`src/rtl/core/sbh_pkg.sv`:
```
// Shared types, constants and helper functions for the string bucket hash.
package sbh_pkg;

	localparam int LENGTH_BITS = 32;

	localparam logic [31:0] MM_C1      = 32'hcc9e2d51;
	localparam logic [31:0] MM_C2      = 32'h1b873593;
	localparam logic [31:0] MM_N       = 32'he6546b64;
	localparam logic [31:0] MM_F1      = 32'h85ebca6b;
	localparam logic [31:0] MM_F2      = 32'hc2b2ae35;
	localparam logic [31:0] MM_ROW_MUL = 32'd5;
	localparam logic [31:0] CLASSIC_MUL = 32'd33;
	localparam logic [16:0] BUCKET_MOD = 17'h0FFF1;
	localparam logic [16:0] FOLD_MUL   = 17'd15;

	// Configuration register indexes
	localparam logic [0:0] CFG_USE_MURMUR = 1'b0;
	localparam logic [0:0] CFG_HASH_SEED  = 1'b1;

	typedef struct packed {
		logic [7:0] data_byte;
		logic       last_byte;
		logic       empty_string;
	} item_t;

	typedef struct packed {
		logic [31:0] raw_hash;
		logic [15:0] bucket;
	} result_t;

	function automatic logic [31:0] rotl15(input logic [31:0] x);
		return {x[16:0], x[31:17]};
	endfunction

	function automatic logic [31:0] rotl13(input logic [31:0] x);
		return {x[18:0], x[31:19]};
	endfunction

	// 2^16 is 15 modulo 65521: fold the high half down once
	function automatic logic [19:0] fold_once(input logic [31:0] x);
		return 20'(x[31:16]) * 20'd15 + 20'(x[15:0]);
	endfunction

	// Second fold leaves a value below twice the modulus; one subtract ends it
	function automatic logic [15:0] fold_final(input logic [19:0] x);
		logic [16:0] s;
		s = 17'(x[19:16]) * FOLD_MUL + 17'(x[15:0]);
		if (s >= BUCKET_MOD) begin
			return 16'(s - BUCKET_MOD);
		end
		return 16'(s);
	endfunction

endpackage

```
`src/rtl/core/string_bucket_hash.sv`:
```
// Top level: configuration registers, hash sequencer and result register.
// Per request: in multiply-by-33 mode each byte is dispatched, then added to the product;
// in murmur mode a byte is gathered at dispatch, and every fourth byte runs the word mix
// of three products. A request that ends a string then forms the result, in murmur mode
// after the tail scramble and two finalization products; an empty-string request skips
// the byte step. A stalled, full result register holds the last step.
// All multiplies share one registered 32x32 multiplier. Reset (arst_n low, asynchronous)
// clears the sequencer, the string state and the configuration.
module string_bucket_hash
	import sbh_pkg::*;
(
	input  logic        clk,
	input  logic        arst_n,
	input  logic        item_valid,
	output logic        item_stall,
	input  item_t       item,
	output logic        result_valid,
	input  logic        result_stall,
	output result_t     result,
	input  logic        cfg_valid,
	output logic        cfg_ready,
	input  logic [0:0]  cfg_index,
	input  logic [31:0] cfg_data
);

	logic        use_murmur_q;
	logic [31:0] hash_seed_q;
	logic        result_valid_q;
	result_t     result_q;
	logic        out_free;
	logic        seq_done;
	result_t     seq_result;

	// Config writes never stall; a string latches mode and seed on its first request,
	// so a write lands in the next string.
	assign cfg_ready = 1'b1;

	always_ff @(posedge clk or negedge arst_n) begin
		if (!arst_n) begin
			use_murmur_q <= 1'b0;
			hash_seed_q  <= '0;
		end else if (cfg_valid) begin
			unique case (cfg_index)
				CFG_USE_MURMUR: use_murmur_q <= cfg_data[0];
				CFG_HASH_SEED:  hash_seed_q  <= cfg_data;
				default:        use_murmur_q <= use_murmur_q;
			endcase
		end
	end

	// The result register frees up when empty or when its result is taken,
	// so the sequencer keeps accepting bytes while a result waits.
	assign out_free = !result_valid_q || !result_stall;

	sbh_seq u_seq (
		.clk        (clk),
		.arst_n     (arst_n),
		.use_murmur (use_murmur_q),
		.hash_seed  (hash_seed_q),
		.item_valid (item_valid),
		.item       (item),
		.item_stall (item_stall),
		.out_free   (out_free),
		.done       (seq_done),
		.result     (seq_result)
	);

	// Hold the result while stalled, load a new one when the sequencer finishes,
	// drop valid once taken.
	always_ff @(posedge clk or negedge arst_n) begin
		if (!arst_n) begin
			result_valid_q <= 1'b0;
		end else if (seq_done) begin
			result_valid_q <= 1'b1;
		end else if (!result_stall) begin
			result_valid_q <= 1'b0;
		end
	end

	always_ff @(posedge clk) begin
		if (seq_done) begin
			result_q <= seq_result;
		end
	end

	assign result_valid = result_valid_q;
	assign result       = result_q;

endmodule

```
`src/rtl/core/sbh_mul.sv`:
```
// Shared 32x32 multiplier, low product word registered.
module sbh_mul
	import sbh_pkg::*;
(
	input  logic        clk,
	input  logic [31:0] op_a,
	input  logic [31:0] op_b,
	output logic [31:0] product
);

	logic [31:0] product_q;

	always_ff @(posedge clk) begin
		product_q <= op_a * op_b;
	end

	assign product = product_q;

endmodule

```
`src/rtl/core/sbh_seq.sv`:
```
// Sequencer and datapath: per-byte hash update, finalization and bucket reduction.
module sbh_seq
	import sbh_pkg::*;
(
	input  logic        clk,
	input  logic        arst_n,
	input  logic        use_murmur,
	input  logic [31:0] hash_seed,
	input  logic        item_valid,
	input  item_t       item,
	output logic        item_stall,
	input  logic        out_free,
	output logic        done,
	output result_t     result
);

	localparam logic [3:0] ST_IDLE     = 4'd0;
	localparam logic [3:0] ST_DISPATCH = 4'd1;
	localparam logic [3:0] ST_K2       = 4'd2;
	localparam logic [3:0] ST_MIX      = 4'd3;
	localparam logic [3:0] ST_ADDN     = 4'd4;
	localparam logic [3:0] ST_C_ADD    = 4'd5;
	localparam logic [3:0] ST_FIN      = 4'd6;
	localparam logic [3:0] ST_F_K2     = 4'd7;
	localparam logic [3:0] ST_F_TAIL   = 4'd8;
	localparam logic [3:0] ST_F_M2     = 4'd9;
	localparam logic [3:0] ST_F_END    = 4'd10;
	localparam logic [3:0] ST_MOD1     = 4'd11;
	localparam logic [3:0] ST_MOD2     = 4'd12;

	logic [3:0]             state_q;
	logic                   in_string_q;
	logic                   mode_q;
	logic [31:0]            hash_q;
	logic [23:0]            gather_q;
	logic [1:0]             phase_q;
	logic [LENGTH_BITS-1:0] len_q;
	item_t                  item_q;
	logic [31:0]            raw_q;
	logic [19:0]            red_q;

	logic [31:0] op_a;
	logic [31:0] op_b;
	logic [31:0] mul_q;
	logic [31:0] tail_t0;
	logic [31:0] tail_t1;
	logic [31:0] mid_t;

	sbh_mul u_mul (
		.clk     (clk),
		.op_a    (op_a),
		.op_b    (op_b),
		.product (mul_q)
	);

	assign tail_t0 = hash_q ^ ((phase_q != 2'd0) ? mul_q : 32'd0) ^ 32'(len_q);
	assign tail_t1 = tail_t0 ^ (tail_t0 >> 16);
	assign mid_t   = mul_q ^ (mul_q >> 13);

	always_comb begin
		op_a = hash_q;
		op_b = CLASSIC_MUL;
		unique case (state_q)
			ST_DISPATCH: begin
				if (mode_q) begin
					op_a = {item_q.data_byte, gather_q};
					op_b = MM_C1;
				end
			end
			ST_K2, ST_F_K2: begin
				op_a = rotl15(mul_q);
				op_b = MM_C2;
			end
			ST_MIX: begin
				op_a = rotl13(hash_q ^ mul_q);
				op_b = MM_ROW_MUL;
			end
			ST_FIN: begin
				op_a = {8'd0, gather_q};
				op_b = MM_C1;
			end
			ST_F_TAIL: begin
				op_a = tail_t1;
				op_b = MM_F1;
			end
			ST_F_M2: begin
				op_a = mid_t;
				op_b = MM_F2;
			end
			default: begin
				op_a = hash_q;
				op_b = CLASSIC_MUL;
			end
		endcase
	end

	assign item_stall = (state_q != ST_IDLE);
	assign done       = (state_q == ST_MOD2) && out_free;
	assign result     = '{raw_hash: raw_q, bucket: fold_final(red_q)};

	always_ff @(posedge clk or negedge arst_n) begin
		if (!arst_n) begin
			state_q     <= ST_IDLE;
			in_string_q <= 1'b0;
			mode_q      <= 1'b0;
			hash_q      <= '0;
			gather_q    <= '0;
			phase_q     <= '0;
			len_q       <= '0;
		end else begin
			unique case (state_q)
				ST_IDLE: begin
					if (item_valid) begin
						if (!in_string_q) begin
							mode_q      <= use_murmur;
							hash_q      <= use_murmur ? hash_seed : 32'd0;
							gather_q    <= '0;
							phase_q     <= '0;
							len_q       <= '0;
							in_string_q <= 1'b1;
						end
						state_q <= ST_DISPATCH;
					end
				end
				ST_DISPATCH: begin
					if (item_q.empty_string) begin
						state_q <= ST_FIN;
					end else begin
						len_q <= len_q + LENGTH_BITS'(1);
						if (!mode_q) begin
							state_q <= ST_C_ADD;
						end else if (phase_q == 2'd3) begin
							state_q <= ST_K2;
						end else begin
							unique case (phase_q)
								2'd0: gather_q[7:0]   <= item_q.data_byte;
								2'd1: gather_q[15:8]  <= item_q.data_byte;
								default: gather_q[23:16] <= item_q.data_byte;
							endcase
							phase_q <= phase_q + 2'd1;
							state_q <= item_q.last_byte ? ST_FIN : ST_IDLE;
						end
					end
				end
				ST_K2: state_q <= ST_MIX;
				ST_MIX: state_q <= ST_ADDN;
				ST_ADDN: begin
					hash_q   <= mul_q + MM_N;
					gather_q <= '0;
					phase_q  <= '0;
					state_q  <= item_q.last_byte ? ST_FIN : ST_IDLE;
				end
				ST_C_ADD: begin
					hash_q  <= mul_q + {{24{item_q.data_byte[7]}}, item_q.data_byte};
					state_q <= item_q.last_byte ? ST_FIN : ST_IDLE;
				end
				ST_FIN: begin
					state_q <= mode_q ? ST_F_K2 : ST_MOD1;
				end
				ST_F_K2: state_q <= ST_F_TAIL;
				ST_F_TAIL: state_q <= ST_F_M2;
				ST_F_M2: state_q <= ST_F_END;
				ST_F_END: state_q <= ST_MOD1;
				ST_MOD1: state_q <= ST_MOD2;
				ST_MOD2: begin
					if (out_free) begin
						in_string_q <= 1'b0;
						hash_q      <= '0;
						gather_q    <= '0;
						phase_q     <= '0;
						len_q       <= '0;
						state_q     <= ST_IDLE;
					end
				end
				default: state_q <= ST_IDLE;
			endcase
		end
	end

	// Payload registers: request capture, raw hash and first fold
	always_ff @(posedge clk) begin
		if (state_q == ST_IDLE && item_valid) begin
			item_q <= item;
		end
		if (state_q == ST_FIN && !mode_q) begin
			raw_q <= hash_q;
		end
		if (state_q == ST_F_END) begin
			raw_q <= mul_q ^ (mul_q >> 16);
		end
		if (state_q == ST_MOD1) begin
			red_q <= fold_once(raw_q);
		end
	end

endmodule

```
`config.mk`:
```
export PLATFORM = sky130hd
export DESIGN_NAME = string_bucket_hash
export DESIGN_NICKNAME = d
export VERILOG_FILES = /design/src/rtl/core/sbh_pkg.sv /design/src/rtl/core/string_bucket_hash.sv /design/src/rtl/core/sbh_mul.sv /design/src/rtl/core/sbh_seq.sv
export SDC_FILE = /design/constraint.sdc
export NUM_CORES = 2
export LEC_CHECK = 0
export ABC_AREA = 1
export BUFFER_PORTS_ARGS = -buffer_cell sky130_fd_sc_hd__buf_2
export CORE_ASPECT_RATIO = 1.2
export CORE_MARGIN = 2
export CORE_UTILIZATION = 60
export CTS_CLUSTER_DIAMETER = 100
export CTS_CLUSTER_SIZE = 8
export DETAILED_ROUTE_END_ITERATION = 6
export GPL_TIMING_DRIVEN = 0
export PLACE_DENSITY = 0.87
export RECOVER_POWER = 100
export SLEW_MARGIN = 20
export SYNTH_ARGS = -nofsm -noshare
export SYNTH_HDL_FRONTEND = slang
export SYNTH_HIERARCHICAL = 1
export SYNTH_SLANG_ARGS = --single-unit
```
`constraint.sdc`:
```
create_clock -name clk -period 9 [get_ports clk]
set_clock_uncertainty 0.1 [all_clocks]
set_input_delay 1.35 -clock clk [delete_from_list [all_inputs] [get_ports clk]]
set_output_delay 1.35 -clock clk [all_outputs]
set_load 0.05 [all_outputs]
```
==> flow_summary_export.csv <==
group,metric,value,unit
clock_tree,cts_buffer_depth,3,
clock_tree,clkTransAtPathRegs,0.05,ns
timing,tightest_slew,3.912,ns
worst_setup_path,cp_slowest_cell,"fa_1",
run,cap_violations,1,
route,routed_wl,143.3,mm
logic_synthesis,synth_edf_count,110,
logic_synthesis,synth_area_leader_cell,"fa_1",
worst_setup_path,crit_required,9.38,ns
clock_tree,cts_hold_buf,0,
timing,relSlewSlack,-1.608,
clock_tree,clock_latency,0.58,ns
run_status,status,"finished with violations",
route,initialDrtViolationCount,3782,
floorplanning,core_area,61070,µm²
timing,setup_viol,0,
logic_synthesis,synthSimpleGateAreaFrac,0.2199,
worst_setup_path,regToRegStartpoint,"u_seq/u_mul/product[22]",
min_path,holdPathStages,2,
worst_setup_path,crit_end,"u_seq/u_mul/product[30]",
floorplanning,pin_count,99,
logic_synthesis,synth_area,37150,µm²
worst_setup_path,ff2ff_path_depth,31,
worst_setup_path,crit_path_end_kind,"register",
worst_setup_path,crit_fanout,10,
run_status,violations,"max-capacitance violations, max-slew violations",
global_routing,grt_pass1_vias,35030,
floorplanning,die_x,231.1,µm
logic_synthesis,muxShareOfSynthArea,0,
cells_and_area,syn2layout_area_growth,10.59,%
clock_tree,tritoncts,"yes",
global_routing,grt_pass1_wl,212.6,mm
logic_synthesis,synth_fa_ha_area_frac,0.3187,
logic_synthesis,synth-main-ff-cell,"dfrtp_1",
timing,fmax,0.1129,GHz
logic_synthesis,synthTopCellsByArea,"fa_1 25%, nand2_1 13%, inv_1 11%",
timing,finalSetupTns,0,ns
cells_and_area,finalNetCount,5847,
logic_synthesis,avgSynthCellArea,7.500,µm²
placement,port_buffers,95,
placement,post-dp-hpwl,114.2,mm
logic_synthesis,synth_top_family_by_area,"adder cells",
floorplanning,dieArea,63930,µm²
worst_setup_path,critPathKind,"reg -> reg",
route,first_pass_iters,7,
cells_and_area,final_cell_mix,"1286 x nand2_1, 1116 x inv_1, 461 x fa_1",
logic_synthesis,synth_top_area_frac,0.2490,
logic_synthesis,ys_seq_area_frac,0.1937,
global_routing,grt_max_degree,67,
cells_and_area,mostFrequentLayoutCell,"nand2_1",
route,wl_per_cell,24.03,µm
min_path,hp-class,"reg -> reg",
timing,finalMaxSlewViolations,65,
cells_and_area,drive_gt1_frac,0.09567,
timing,min_period,8.855,ns
floorplanning,start_util,0.6083,
floorplanning,rows,99,
route,route.detailed.drc,0,
worst_setup_path,r2r-end,"u_seq/u_mul/product[30]",
global_routing,grt_overflow,0,
worst_setup_path,max_stage_delay,0.66,ns
timing,timing.final.hold_violations,0,
logic_synthesis,ys_warn_count,6,
route,vias,35020,
worst_setup_path,critPathLaunch,"u_seq/u_mul/product[22]",
worst_setup_path,critical_path_arrival,9.23,ns
logic_synthesis,ys_types,62,
logic_synthesis,synth_xor_area_frac,0.04422,
global_routing,grt_antenna_before_repair,5,
worst_setup_path,cp-start-kind,"register",
floorplanning,die_y,276.6,µm
timing,finalCritPeriodShare,0.9838,
logic_synthesis,synthCells,4953,
clock_tree,root_buffer,"clkbuf_16",
cells_and_area,fillers,5101,
clock_tree,cts-htree-levels,2,
logic_synthesis,synth_seq_cells,272,
route,via_per_inst,5.872,
logic_synthesis,synth_compound_area_frac,0.08181,
worst_setup_path,reg2reg_slack,0.15,ns
logic_synthesis,synth-async-reset-ratio,0.4779,
route,final_antenna_net_count,0,
cells_and_area,fin_util,0.6727,
placement,gp_congestion,1.090,
clock_tree,cts-buffers-inserted,41,
worst_setup_path,crit_path_frequent_cell,"fa_1",
clock_tree,cts.sinks,272,
global_routing,grt_usage,0.4507,
[metrics by stage]
step / hold slack (ns) / instances / instance area, µm² / setup slack, ns
2_1_floorplan: 0.3264 / 4959 / 37170 / 0.9936
3_3_place_gp: 0.3543 / 5862 / 38660 / -1.917
3_5_place_dp: 0.3610 / 5867 / 38790 / -1.645
4_1_cts: 0.3730 / 5934 / 40320 / 0.002055
5_1_grt: 0.4024 / 5962 / 41080 / -0.05431
6_report: 0.3729 / 5963 / 41080 / 0.1455
[cell type report]
class | count | area (µm²) | share of cell area
inverter | 1142 | 4314 | 0.1050
sequential | 272 | 7202 | 0.1753
tap | 808 | 1011 | 0.02461
timing repair buffer | 131 | 844.6 | 0.02056
clock inverter | 5 | 60.06 | 0.001462
clock buffer | 61 | 1122 | 0.02732
multi-input combinational | 3341 | 25300 | 0.6157
antenna | 2 | 5.005 | 0.0001218
buffer | 201 | 1227 | 0.02988
[worst min path at each step]
stage                          from               to  slack, ns
floorplan            u_seq/raw_q[2]       result[18]       0.33
global placement       use_murmur_q     use_murmur_q       0.35
detailed placement  hash_seed_q[12]  hash_seed_q[12]       0.36
CTS                 hash_seed_q[12]  hash_seed_q[12]       0.37
global route        hash_seed_q[12]  hash_seed_q[12]       0.40
finish              hash_seed_q[12]  hash_seed_q[12]       0.37
[cell families (layout without fill, tap and decap cells)]
group / after synthesis / count (layout)
and+or+nand+nor: 1960 / 1960
other: 3 / 11
buffers and inverters: 1346 / 1540
AOI/OAI and AO/OA: 518 / 518
xor gates and xnor gates: 185 / 185
adders and majority gates: 669 / 669
DFF: 272 / 272
[cells in the mapped netlist (30+ instances only)]
cell type / count
a21oi_1: 152
dfrtp_1: 130
nor2_1: 245
nor3_1: 36
inv_1: 1126
ha_1: 207
edfxtp_1: 110
nand4_1: 36
dfxtp_1: 32
nand2_1: 1299
xnor2_1: 91
o221ai_1: 32
a31oi_1: 32
nand2_2: 30
clkbuf_1: 126
xor2_1: 91
fa_1: 462
buf_2: 37
nand3_1: 236
o21ai_0: 189
[worst max-delay path: cells and delay by family (launching register included)]
family | cells | cell delay, ns
adder cells (fa/ha/maj) | 9 | 4.42
XOR/XNOR | 1 | 0.21
flip-flops | 1 | 0.36
AND/OR/NAND/NOR | 9 | 1.12
AO/OA/AOI/OAI | 3 | 0.60
buffers and inverters | 9 | 1.91
[state kept, by name, indices dropped and copies added, names as in the netlist, 10 cells and up]
signal               flops
hash_seed_q             32
result                  48
u_seq/gather_q          24
u_seq/hash_q            32
u_seq/item_q            10
u_seq/len_q             32
u_seq/raw_q             32
u_seq/red_q             20
u_seq/u_mul/product     32
[metal layers]
| metal | global-route usage | routed length [µm] | vias up |
|---|---|---|---|
| li1 | - | - | 15430 |
| met1 | 0.5416 | 50910 | 16650 |
| met2 | 0.7069 | 64170 | 2208 |
| met3 | 0.09092 | 13810 | 718 |
| met4 | 0.3545 | 14380 | 6 |
| met5 | 0.003811 | 39 | - |
[timing repair]
action,4_1_cts,5_1_grt
endpoints found under the setup margin,20,13
buffers inserted,3,26
gates cloned,0,1
hold endpoints to repair,0,0
pin swaps,1,13
gates resized for setup,125,220
Power is left out: the tool's default activity adds up to more than one toggle a clock period on the data nets, which glitch-free logic cannot reach.
